**config.mk**
```make
export PLATFORM = sky130hd
export DESIGN_NAME = depth_to_gray_normalizer_flat
export DESIGN_NICKNAME = d
export VERILOG_FILES = /design/src/rtl/core/dtg_pkg.sv /design/src/rtl/core/dtg_channels.sv /design/src/rtl/core/dtg_div_cell.sv /design/src/rtl/core/dtg_sqrt_cell.sv /design/src/rtl/core/depth_to_gray_normalizer.sv /design/src/flat_wrapper.sv
export SDC_FILE = /design/constraint.sdc
export NUM_CORES = 2
export LEC_CHECK = 0
export BUFFER_PORTS_ARGS = -buffer_cell sky130_fd_sc_hd__buf_4
export CAP_MARGIN = 20
export CORE_ASPECT_RATIO = 2
export CORE_UTILIZATION = 32
export DETAILED_ROUTE_END_ITERATION = 7
export HOLD_SLACK_MARGIN = 0.08
export PLACE_DENSITY = 0.52
export SLEW_MARGIN = 20
export SYNTH_ARGS = -nofsm -noshare
export SYNTH_HDL_FRONTEND = slang
export SYNTH_SLANG_ARGS = --single-unit
export TNS_END_PERCENT = 100
```
**constraint.sdc**
```tcl
create_clock -name i_clk -period 47 [get_ports i_clk]
set_input_delay 9.4 -clock i_clk [delete_from_list [all_inputs] [get_ports i_clk]]
set_output_delay 9.4 -clock i_clk [all_outputs]
set_load 0.02 [all_outputs]
```
**src/rtl/core/dtg_pkg.sv**
```systemverilog
`default_nettype none

package dtg_pkg;

    localparam int FRAC_BITS  = 16;
    localparam int SAMPLE_W   = 32;
    localparam int LIM_W      = 31;
    localparam int GRAY_W     = 8;
    localparam int QUOT_W     = FRAC_BITS + 1;
    localparam int OPND_W     = 2 * FRAC_BITS + 2;
    localparam int SQ_REM_W   = FRAC_BITS + 3;
    localparam int DIV_CELLS  = FRAC_BITS;
    localparam int SQRT_CELLS = FRAC_BITS + 1;

    localparam logic [LIM_W-1:0]  LIMIT_RESET = LIM_W'(65536000);
    localparam logic [QUOT_W-1:0] ONE         = QUOT_W'(1) << FRAC_BITS;

    typedef struct packed {
        logic [LIM_W-1:0]  rem;
        logic [QUOT_W-1:0] quot;
    } t_div_data;

    typedef struct packed {
        logic [OPND_W-1:0]   opnd;
        logic [SQ_REM_W-1:0] rem;
        logic [QUOT_W-1:0]   root;
    } t_sqrt_data;

endpackage

`default_nettype wire

```
**src/rtl/core/dtg_channels.sv**
```systemverilog
`default_nettype none

interface dtg_depth_if;
    logic                                  valid;
    logic                                  ready;
    logic signed [dtg_pkg::SAMPLE_W-1:0]   depth_sample;
    modport source (output valid, output depth_sample, input ready);
    modport sink   (input valid, input depth_sample, output ready);
endinterface

interface dtg_gray_if;
    logic                           valid;
    logic                           ready;
    logic [dtg_pkg::GRAY_W-1:0]     gray_level;
    modport source (output valid, output gray_level, input ready);
    modport sink   (input valid, input gray_level, output ready);
endinterface

interface dtg_cfg_if;
    logic                           valid;
    logic                           ready;
    logic [dtg_pkg::LIM_W-1:0]      depth_limit;
    modport source (output valid, output depth_limit, input ready);
    modport sink   (input valid, input depth_limit, output ready);
endinterface

`default_nettype wire

```
**src/rtl/core/dtg_div_cell.sv**
```systemverilog
`default_nettype none

module dtg_div_cell (
    input  wire logic                          i_clk,
    input  wire logic                          i_rst_n,
    input  wire logic                          i_en,
    input  wire logic                          i_valid,
    input  wire dtg_pkg::t_div_data            i_data,
    input  wire logic [dtg_pkg::LIM_W-1:0]     i_limit,
    output logic                               o_valid,
    output dtg_pkg::t_div_data                 o_data
);

    logic [dtg_pkg::LIM_W:0] trial;
    logic [dtg_pkg::LIM_W:0] diff;
    logic                    ge;
    dtg_pkg::t_div_data      n_data;
    dtg_pkg::t_div_data      r_data;
    logic                    r_valid;

    always_comb begin
        trial       = {i_data.rem, 1'b0};
        diff        = trial - {1'b0, i_limit};
        ge          = trial >= {1'b0, i_limit};
        n_data.rem  = ge ? diff[dtg_pkg::LIM_W-1:0] : trial[dtg_pkg::LIM_W-1:0];
        n_data.quot = {i_data.quot[dtg_pkg::QUOT_W-2:0], ge};
    end

    always_ff @(posedge i_clk) begin
        if (!i_rst_n) begin
            r_valid <= 1'b0;
        end else if (i_en) begin
            r_valid <= i_valid;
        end
    end

    always_ff @(posedge i_clk) begin
        if (i_en) begin
            r_data <= n_data;
        end
    end

    assign o_valid = r_valid;
    assign o_data  = r_data;

endmodule

`default_nettype wire

```
**src/rtl/core/dtg_sqrt_cell.sv**
```systemverilog
`default_nettype none

module dtg_sqrt_cell (
    input  wire logic                    i_clk,
    input  wire logic                    i_rst_n,
    input  wire logic                    i_en,
    input  wire logic                    i_valid,
    input  wire dtg_pkg::t_sqrt_data     i_data,
    output logic                         o_valid,
    output dtg_pkg::t_sqrt_data          o_data
);

    logic [dtg_pkg::SQ_REM_W+1:0] cur;
    logic [dtg_pkg::SQ_REM_W+1:0] trial;
    logic [dtg_pkg::SQ_REM_W+1:0] diff;
    logic                         ge;
    dtg_pkg::t_sqrt_data          n_data;
    dtg_pkg::t_sqrt_data          r_data;
    logic                         r_valid;

    always_comb begin
        cur         = {i_data.rem, i_data.opnd[dtg_pkg::OPND_W-1 -: 2]};
        trial       = {2'b00, i_data.root, 2'b01};
        diff        = cur - trial;
        ge          = cur >= trial;
        n_data.rem  = ge ? diff[dtg_pkg::SQ_REM_W-1:0] : cur[dtg_pkg::SQ_REM_W-1:0];
        n_data.root = {i_data.root[dtg_pkg::QUOT_W-2:0], ge};
        n_data.opnd = {i_data.opnd[dtg_pkg::OPND_W-3:0], 2'b00};
    end

    always_ff @(posedge i_clk) begin
        if (!i_rst_n) begin
            r_valid <= 1'b0;
        end else if (i_en) begin
            r_valid <= i_valid;
        end
    end

    always_ff @(posedge i_clk) begin
        if (i_en) begin
            r_data <= n_data;
        end
    end

    assign o_valid = r_valid;
    assign o_data  = r_data;

endmodule

`default_nettype wire

```
**src/rtl/core/depth_to_gray_normalizer.sv**
```systemverilog
// Depth to gray normaliser.
// i_depth carries one signed Q16.16 depth sample per transaction; o_gray returns
// one 8-bit gray level per sample, in order (255 nearest, 0 at or beyond the limit).
// i_cfg writes depth_limit; it is always ready and must only be written while idle.
// Samples that are non-positive or above the limit are treated as the limit.
// Datapath: an input cell, 16 restoring-division cells (one quotient bit each),
// 17 square-root cells (one root bit each) and a gray scaling stage, all in a row.
// Throughput: one sample per cycle, sustained, while o_gray is ready.
// A one-entry skid register sits at the output: when the receiver stalls, the last
// result is parked there and the whole row of cells freezes until it is taken,
// so i_depth.ready drops the cycle after a stall starts and never depends on
// o_gray.ready combinationally.
// Reset (i_rst_n low, synchronous) empties every cell and the skid register and
// restores depth_limit to 1000.0.
`default_nettype none

module depth_to_gray_normalizer (
    input  wire logic  i_clk,
    input  wire logic  i_rst_n,
    dtg_depth_if.sink  i_depth,
    dtg_cfg_if.sink    i_cfg,
    dtg_gray_if.source o_gray
);

    logic [dtg_pkg::LIM_W-1:0] r_limit;
    logic                      en;

    logic [dtg_pkg::LIM_W-1:0] raw_mag;
    logic                      bad;
    logic [dtg_pkg::LIM_W-1:0] dval;
    logic                      full;
    dtg_pkg::t_div_data        n_in;

    logic                      w_div_v [dtg_pkg::DIV_CELLS+1];
    dtg_pkg::t_div_data        w_div   [dtg_pkg::DIV_CELLS+1];
    logic                      w_sq_v  [dtg_pkg::SQRT_CELLS+1];
    dtg_pkg::t_sqrt_data       w_sq    [dtg_pkg::SQRT_CELLS+1];

    logic [dtg_pkg::QUOT_W-1:0] ratio;
    logic [dtg_pkg::QUOT_W-1:0] inv;
    logic [dtg_pkg::QUOT_W+7:0] prod;

    logic                      r_in_valid;
    dtg_pkg::t_div_data        r_in;
    logic                      r_gray_valid;
    logic [dtg_pkg::GRAY_W-1:0] r_gray;
    logic                      r_skid_valid;
    logic [dtg_pkg::GRAY_W-1:0] r_skid;

    assign en            = !r_skid_valid;
    assign i_depth.ready = en;
    assign i_cfg.ready   = 1'b1;

    always_ff @(posedge i_clk) begin
        if (!i_rst_n) begin
            r_limit <= dtg_pkg::LIMIT_RESET;
        end else if (i_cfg.valid && i_cfg.ready) begin
            r_limit <= i_cfg.depth_limit;
        end
    end

    // input cell: substitute invalid samples; the full-scale flag enters at the
    // bottom of the quotient and reaches the top after the division cells
    always_comb begin
        raw_mag = i_depth.depth_sample[dtg_pkg::LIM_W-1:0];
        bad     = i_depth.depth_sample[dtg_pkg::SAMPLE_W-1] || (raw_mag == '0)
                  || (raw_mag > r_limit);
        dval    = bad ? r_limit : raw_mag;
        full    = (r_limit == '0) || (dval == r_limit);
        n_in.rem  = full ? '0 : dval;
        n_in.quot = {{dtg_pkg::FRAC_BITS{1'b0}}, full};
    end

    always_ff @(posedge i_clk) begin
        if (!i_rst_n) begin
            r_in_valid <= 1'b0;
        end else if (en) begin
            r_in_valid <= i_depth.valid;
        end
    end

    always_ff @(posedge i_clk) begin
        if (en) begin
            r_in <= n_in;
        end
    end

    assign w_div_v[0] = r_in_valid;
    assign w_div[0]   = r_in;

    for (genvar g = 0; g < dtg_pkg::DIV_CELLS; g++) begin : g_div
        dtg_div_cell u_cell (
            .i_clk   (i_clk),
            .i_rst_n (i_rst_n),
            .i_en    (en),
            .i_valid (w_div_v[g]),
            .i_data  (w_div[g]),
            .i_limit (r_limit),
            .o_valid (w_div_v[g+1]),
            .o_data  (w_div[g+1])
        );
    end

    // top quotient bit set means full scale; clamp
    assign ratio = w_div[dtg_pkg::DIV_CELLS].quot[dtg_pkg::FRAC_BITS]
                   ? dtg_pkg::ONE
                   : {1'b0, w_div[dtg_pkg::DIV_CELLS].quot[dtg_pkg::FRAC_BITS-1:0]};

    assign w_sq_v[0]    = w_div_v[dtg_pkg::DIV_CELLS];
    assign w_sq[0].opnd = {1'b0, ratio, {dtg_pkg::FRAC_BITS{1'b0}}};
    assign w_sq[0].rem  = '0;
    assign w_sq[0].root = '0;

    for (genvar g = 0; g < dtg_pkg::SQRT_CELLS; g++) begin : g_sqrt
        dtg_sqrt_cell u_cell (
            .i_clk   (i_clk),
            .i_rst_n (i_rst_n),
            .i_en    (en),
            .i_valid (w_sq_v[g]),
            .i_data  (w_sq[g]),
            .o_valid (w_sq_v[g+1]),
            .o_data  (w_sq[g+1])
        );
    end

    // 255 * (1 - s), keep the integer part
    always_comb begin
        inv  = dtg_pkg::ONE - w_sq[dtg_pkg::SQRT_CELLS].root;
        prod = {inv, 8'h00} - {8'h00, inv};
    end

    always_ff @(posedge i_clk) begin
        if (!i_rst_n) begin
            r_gray_valid <= 1'b0;
        end else if (en) begin
            r_gray_valid <= w_sq_v[dtg_pkg::SQRT_CELLS];
        end
    end

    always_ff @(posedge i_clk) begin
        if (en) begin
            r_gray <= prod[dtg_pkg::FRAC_BITS+7:dtg_pkg::FRAC_BITS];
        end
    end

    always_ff @(posedge i_clk) begin
        if (!i_rst_n) begin
            r_skid_valid <= 1'b0;
        end else if (r_skid_valid) begin
            if (o_gray.ready) begin
                r_skid_valid <= 1'b0;
            end
        end else if (r_gray_valid && !o_gray.ready) begin
            r_skid_valid <= 1'b1;
        end
    end

    always_ff @(posedge i_clk) begin
        if (!r_skid_valid) begin
            r_skid <= r_gray;
        end
    end

    assign o_gray.valid      = r_skid_valid || r_gray_valid;
    assign o_gray.gray_level = r_skid_valid ? r_skid : r_gray;

    a_full_quot_clean: assert property (@(posedge i_clk) disable iff (!i_rst_n)
        (w_div_v[dtg_pkg::DIV_CELLS] && w_div[dtg_pkg::DIV_CELLS].quot[dtg_pkg::FRAC_BITS])
        |-> ((w_div[dtg_pkg::DIV_CELLS].quot[dtg_pkg::FRAC_BITS-1:0] == '0)
             || (r_limit == '0)))
        else $error("full-scale quotient carries stray low bits");

    a_root_range: assert property (@(posedge i_clk) disable iff (!i_rst_n)
        w_sq_v[dtg_pkg::SQRT_CELLS] |-> (w_sq[dtg_pkg::SQRT_CELLS].root <= dtg_pkg::ONE))
        else $error("square root above full scale");

    a_freeze_on_skid: assert property (@(posedge i_clk) disable iff (!i_rst_n)
        r_skid_valid |=> ($stable(r_gray_valid) && $stable(r_in_valid)))
        else $error("pipeline moved while the skid register was occupied");

    a_skid_hold: assert property (@(posedge i_clk) disable iff (!i_rst_n)
        (r_skid_valid && !o_gray.ready) |=> (r_skid_valid && $stable(r_skid)))
        else $error("parked result lost or changed during a stall");

endmodule

`default_nettype wire
```
**src/flat_wrapper.sv**
```systemverilog
// flat-port wrapper written by rule: the top's interface ports become plain ports
module depth_to_gray_normalizer_flat 
  (i_clk, i_rst_n, i_depth_valid, i_depth_depth_sample, i_depth_ready, i_cfg_valid, i_cfg_depth_limit, i_cfg_ready, o_gray_valid, o_gray_gray_level, o_gray_ready);
  dtg_depth_if i_depth_i ();
  dtg_cfg_if i_cfg_i ();
  dtg_gray_if o_gray_i ();
  input  wire logic i_clk;
  input  wire logic i_rst_n;
  input wire logic [$bits(i_depth_i.valid)-1:0] i_depth_valid;
  input wire logic [$bits(i_depth_i.depth_sample)-1:0] i_depth_depth_sample;
  output wire logic [$bits(i_depth_i.ready)-1:0] i_depth_ready;
  input wire logic [$bits(i_cfg_i.valid)-1:0] i_cfg_valid;
  input wire logic [$bits(i_cfg_i.depth_limit)-1:0] i_cfg_depth_limit;
  output wire logic [$bits(i_cfg_i.ready)-1:0] i_cfg_ready;
  output wire logic [$bits(o_gray_i.valid)-1:0] o_gray_valid;
  output wire logic [$bits(o_gray_i.gray_level)-1:0] o_gray_gray_level;
  input wire logic [$bits(o_gray_i.ready)-1:0] o_gray_ready;
  assign i_depth_i.valid = i_depth_valid;
  assign i_depth_i.depth_sample = i_depth_depth_sample;
  assign i_depth_ready = i_depth_i.ready;
  assign i_cfg_i.valid = i_cfg_valid;
  assign i_cfg_i.depth_limit = i_cfg_depth_limit;
  assign i_cfg_ready = i_cfg_i.ready;
  assign o_gray_valid = o_gray_i.valid;
  assign o_gray_gray_level = o_gray_i.gray_level;
  assign o_gray_i.ready = o_gray_ready;
  depth_to_gray_normalizer u_core (.i_clk(i_clk), .i_rst_n(i_rst_n), .i_depth(i_depth_i), .i_cfg(i_cfg_i), .o_gray(o_gray_i));
endmodule
```
; ---- Yosys cells after proc, flatten, opt, wreduce, memory -nomap -nowiden
; Cells that the tools add are included.
[word_totals]
reg_bits = 1244
latch_bits = 0
mem_bits_rw = 0
mem_bits_ro = 0
input_bits = 68
out_inout_bits = 11
wordCells = 250
mem_count = 0
[op_classes]
n_addsub = 33
multipliers = 0
div_mod_pow = 0
order_cmp = 34
eq_ne = 1
shifts = 0
mux = 37
bitwise = 0
reduce_logical = 9
[op_table]
columns = operator, n
row1 = >= comparator 32 x 31 -> 1 bit, 16
row2 = 2-to-1 mux 31 bit, 16
row3 = subtractor 31 bit, 15
row4 = 2-to-1 mux 19 bit, 15
row5 = zero test 31 bit, 2
row6 = equality test 31 bit, 1
row7 = greater-than comparator 31 bit, 1
row8 = subtractor 24 x 17 -> 24 bit, 1
row9 = >= comparator 21 x 10 -> 1 bit, 1
row10 = >= comparator 21 x 11 -> 1 bit, 1
row11 = >= comparator 21 x 12 -> 1 bit, 1
row12 = >= comparator 21 x 13 -> 1 bit, 1
row13 = >= comparator 21 x 14 -> 1 bit, 1
row14 = >= comparator 21 x 15 -> 1 bit, 1
row15 = >= comparator 21 x 16 -> 1 bit, 1
row16 = >= comparator 21 x 17 -> 1 bit, 1
row17 = >= comparator 21 x 18 -> 1 bit, 1
row18 = >= comparator 21 x 3 -> 1 bit, 1
row19 = >= comparator 21 x 4 -> 1 bit, 1
row20 = >= comparator 21 x 5 -> 1 bit, 1
row21 = >= comparator 21 x 6 -> 1 bit, 1
row22 = >= comparator 21 x 7 -> 1 bit, 1
row23 = >= comparator 21 x 8 -> 1 bit, 1
row24 = >= comparator 21 x 9 -> 1 bit, 1
row25 = 24 further kinds, 31

; ---- Depth between registers and ports, before layout
[logic_depth]
ltp_word = 6
depth_mapped = 16
mapped_depth_nobuf = 15

; ---- Cells and area by module
; A second synthesis with hierarchy kept.
[unflattened]
cells_unflattened = 10917
hier_area_um2 = 121959.5
[by_module_without_submodules]
columns = module, n_inst, cells_each, area_each_um2
row1 = dtg_div_cell, 16, 385, 3657.3
row2 = dtg_sqrt_cell, 17, 248, 3418.3
row3 = depth_to_gray_normalizer, 1, 541, 5332.6

; ---- Worst setup path before layout
; No wires, ideal clock.
[synth_timing]
path_kind = register -> output
from = reg u_core.r_skid_valid
to = out i_depth_ready
arrival_time_ps = 22989
required_ps = 37600
slack_ps = 14611
path_stages_with_launch = 4
cell_sequence = dfxtp_1 clkbuf_1 buf_1 inv_1
[synth_between]
elab_chain_cells = 1
[synth_rtl]
columns = item, line
row1 = start: declaration, depth_to_gray_normalizer.sv:47  ; logic r_skid_valid;
row2 = start signal: assignment, depth_to_gray_normalizer.sv:148  ; r_skid_valid <= 1'b0;
row3 = start signal: assignment, depth_to_gray_normalizer.sv:151  ; r_skid_valid <= 1'b0;
row4 = start signal: assignment, depth_to_gray_normalizer.sv:154  ; r_skid_valid <= 1'b1;
row5 = zero test 1 bit, --
row6 = end: declaration, flat_wrapper.sv:11  ; output wire logic [$bits(i_depth_i.ready)-1:0] i_depth_ready;
; No other way between the ends.

; ---- Final worst setup path
; Same ends and word-level chain as after synthesis.

==> reports/qor.txt <==
share of post-route cells with drive strength above 1 - 0.0846
sequential power share - 0.335
Crit path top cell by count - buf_4
initial antenna violation count - 6
crit end category - primary output
Psw - 2580 uW
outcome - finished clean
CTS tree - done
fin cells - 10817
vias in the first global route - 59973
CP required - 37.60 ns
r2r startpoint - u_core.r_limit[8]
RSZ-0062 raised after global routing - no
CTS Buf Count - 139
hold depth - 0
Main synth FF type - edfxtp_1
crit-path cells - buf_4 -> inv_8 -> buf_4
chip width - 350 um
Pint - 3720 uW
max-slew violation count - 0
Final period util - 0.253
CTS Sinks - 1228
Yosys warnings - 0
via count - 57910
FP Rows - 255
crit path DAT - 2.49 ns
routed wire length per instance - 22.8 um
Max IR drop VDD - 31.5 uV
syn avg cell area - 10.6 um2
port buffer count - 77
CP max-delay cell - buf_4
NumNets Final - 8272
hold path start - u_core.g_div[13].u_cell.o_data[5]
Max FO, Critical Path - 69
clk slew on worst S/H paths - 0.07 ns
Post-Synthesis Cells - 7360
synthesized flop and latch total - 1228
Max Clock Freq - 0.0841 GHz
routed vias/inst - 5.35
gr usage total - 0.198
DRT antenna net count - 0
Clock Tree Buf Depth - 4
worst clock skew - 0.0684 ns
total wire length after detailed routing - 247000 um
EDFF count, synth - 1153
hold_buf cts - 0
asr flop ratio synth - 0
Tmin final - 11.89 ns
# setup viols final - 0
Post-Syn Nets - 8140
final non-filler cell area - 86900 um2
Reg2Reg Depth - 13
worst hold slack - 0.410 ns
Worst Hold Endpoint - u_core.g_div[14].u_cell.o_data[6]
slowest stage delay, CP - 0.60 ns
P_leak - 0.0342 uW
Placed Area - 82400 um2
Netlist cell types - 85
GP Congestion - 0.918
Least-Margin Pin Slew - 1.11 ns
Max-cap violations - 0
PD cells - 72.5 nW/um2
Worst Hold Class - reg2reg
main area contributors after synthesis - edfxtp_1 45%, ha_1 11%, a21oi_1 4.1%
first-pass GRT wire length - 360000 um
TritonRoute pass-1 iters - 5
critical path launch point type - flop
Synth top area share - 0.446
flop2flop setup slack - 41.34 ns
final hold violations - 0
Die Ht - 699 um
Mapped Area - 77700 um2
DP HPWL - 188000 um
Initial Util - 0.322
dpl ws - 34.55 ns
drt initial violations - 3110
Clock Tree Root - clkbuf_16
DRC viols - 0
leading area contributor after synthesis - edfxtp_1
post-synthesis sequential area ratio - 0.465
H-tree depth - 4
reg-to-reg critical path endpoint - u_core.g_div[6].u_cell.o_data[35]
Area Growth Syn to Fin - 11.9%
Clk pwr share - 0.174
Switching Share - 0.410
DIE AREA - 245000 um2
total grt overflow - 0
Skew-Pair Late Insertion Delay - 0.81 ns
post-cts sizing count - 0
Slew HR - 0.241
critical path class - reg2out
total I/O pin count - 79
DP Cell Count - 10563
setup_tns - 0 ns
core area - 241000 um2
Post-CTS Setup Inserts - 0
Gate power share - 0.491
final worst slack - 35.11 ns
largest net degree at the start of global routing - 147
==> worst max-delay path, delay by kind of cell (launching register included) <==
| kind | cells | cell delay, ns |
|---|---|---|
| buffers and inverters | 3 | 1.28 |
| flip-flops | 1 | 0.32 |
==> flip-flops by register name (all words and copies together) (netlist names) <==
register / count
u_core.g_div.u_cell.o_data: 617
u_core.g_sqrt.u_cell.o_data: 496
u_core.r_in: 32
u_core.r_limit: 31
u_core.g_sqrt.u_cell.o_valid: 17
u_core.g_div.u_cell.o_valid: 16
u_core.r_gray: 8
u_core.r_skid: 8
u_core.r_gray_valid: 1
u_core.r_in_valid: 1
u_core.r_skid_valid: 1
==> metrics by stage <==
stage               total power (uW)  utilization
floorplan                       4220            -
CTS                             6330        0.360
global placement                5160        0.342
finish                          6300        0.360
detailed placement              5200        0.342
global route                    6700        0.360
==> synthesized netlist by cell type, types with 85 or more instances <==
| library cell | n |
|---|---|
| clkbuf_1 | 151 |
| o21a_1 | 120 |
| inv_1 | 384 |
| a21o_1 | 253 |
| nand2_1 | 527 |
| nor2b_1 | 163 |
| edfxtp_1 | 1153 |
| xnor2_1 | 340 |
| a21oi_1 | 638 |
| nand2b_1 | 88 |
| ha_1 | 690 |
| nor3_1 | 151 |
| mux2_2 | 175 |
| nand3_1 | 114 |
| xor2_1 | 253 |
| o21ai_0 | 482 |
| nand4_1 | 85 |
| nor2_1 | 496 |
==> power by group through the flow <==
stage | clock (uW) | sequential [uW] | combinational, uW
floorplan | 0 | 1950 | 2270
global placement | 0 | 2130 | 3030
detailed placement | 0 | 2130 | 3070
CTS | 1130 | 2110 | 3090
global route | 1160 | 2140 | 3390
finish | 1100 | 2110 | 3100
==> layer usage <==
layer,GRT usage,vias to the layer above,part of all wire
met5,0,-,0
met4,0.190,0,0.11
met3,0.0228,789,0.027
met2,0.402,1357,0.57
met1,0.154,28023,0.29
li1,-,27741,-
==> cell type report <==
cell class | count | area, um2
Inverter | 384 | 1450
Tap cell | 3212 | 4020
Clock buffer | 171 | 3840
Clock inverter | 67 | 628
Fill cell | 24005 | 154000
Antenna cell | 16 | 40.0
Timing Repair Buffer | 163 | 1240
Multi-Input combinational cell | 5576 | 39600
Sequential cell | 1228 | 36100
==> cell families after synthesis <==
kind of cell             Yosys count  share of synthesized area
multiplexers                     248                     0.0348
buffers and inverters            556                     0.0271
AO/OA/AOI/OAI                   2028                      0.163
flip-flops                      1228                      0.465
adder cells (fa/ha/maj)          712                      0.117
other                              2                  0.0000967
XOR/XNOR                         593                     0.0669
AND/OR/NAND/NOR                 1993                      0.126
==> cell usage in the layout, fill, tap and decap left out, drive strengths merged, types with 88 or more instances in the layout <==
| cell | n |
|---|---|
| clkbuf | 171 |
| buf | 163 |
| nor2 | 496 |
| xor2 | 253 |
| a21oi | 638 |
| nand3 | 114 |
| nor2b | 163 |
| mux2 | 176 |
| xnor2 | 340 |
| edfxtp | 1153 |
| nand2b | 88 |
| o21ai | 489 |
| o21a | 120 |
| nor3 | 151 |
| inv | 384 |
| nand2 | 527 |
| a21o | 253 |
| ha | 690 |
==> worst max path at each step <==
| stage | startpoint | end | slack [ns] | cells past startpoint |
|---|---|---|---|---|
| 3_5_place_dp | i_depth_depth_sample[28] | u_core.r_in[40] | 34.55 | 11 |
| 5_1_grt | u_core.r_skid_valid | i_depth_ready | 34.96 | 3 |
| 4_1_cts | u_core.r_skid_valid | i_depth_ready | 35.03 | 3 |
| 2_1_floorplan | u_core.r_skid_valid | i_depth_ready | 14.61 | 3 |
| 3_3_place_gp | i_depth_depth_sample[28] | u_core.r_in[0] | 34.49 | 10 |
| 6_report | u_core.r_skid_valid | i_depth_ready | 35.11 | 3 |
(Power assumes the default switching activity.)
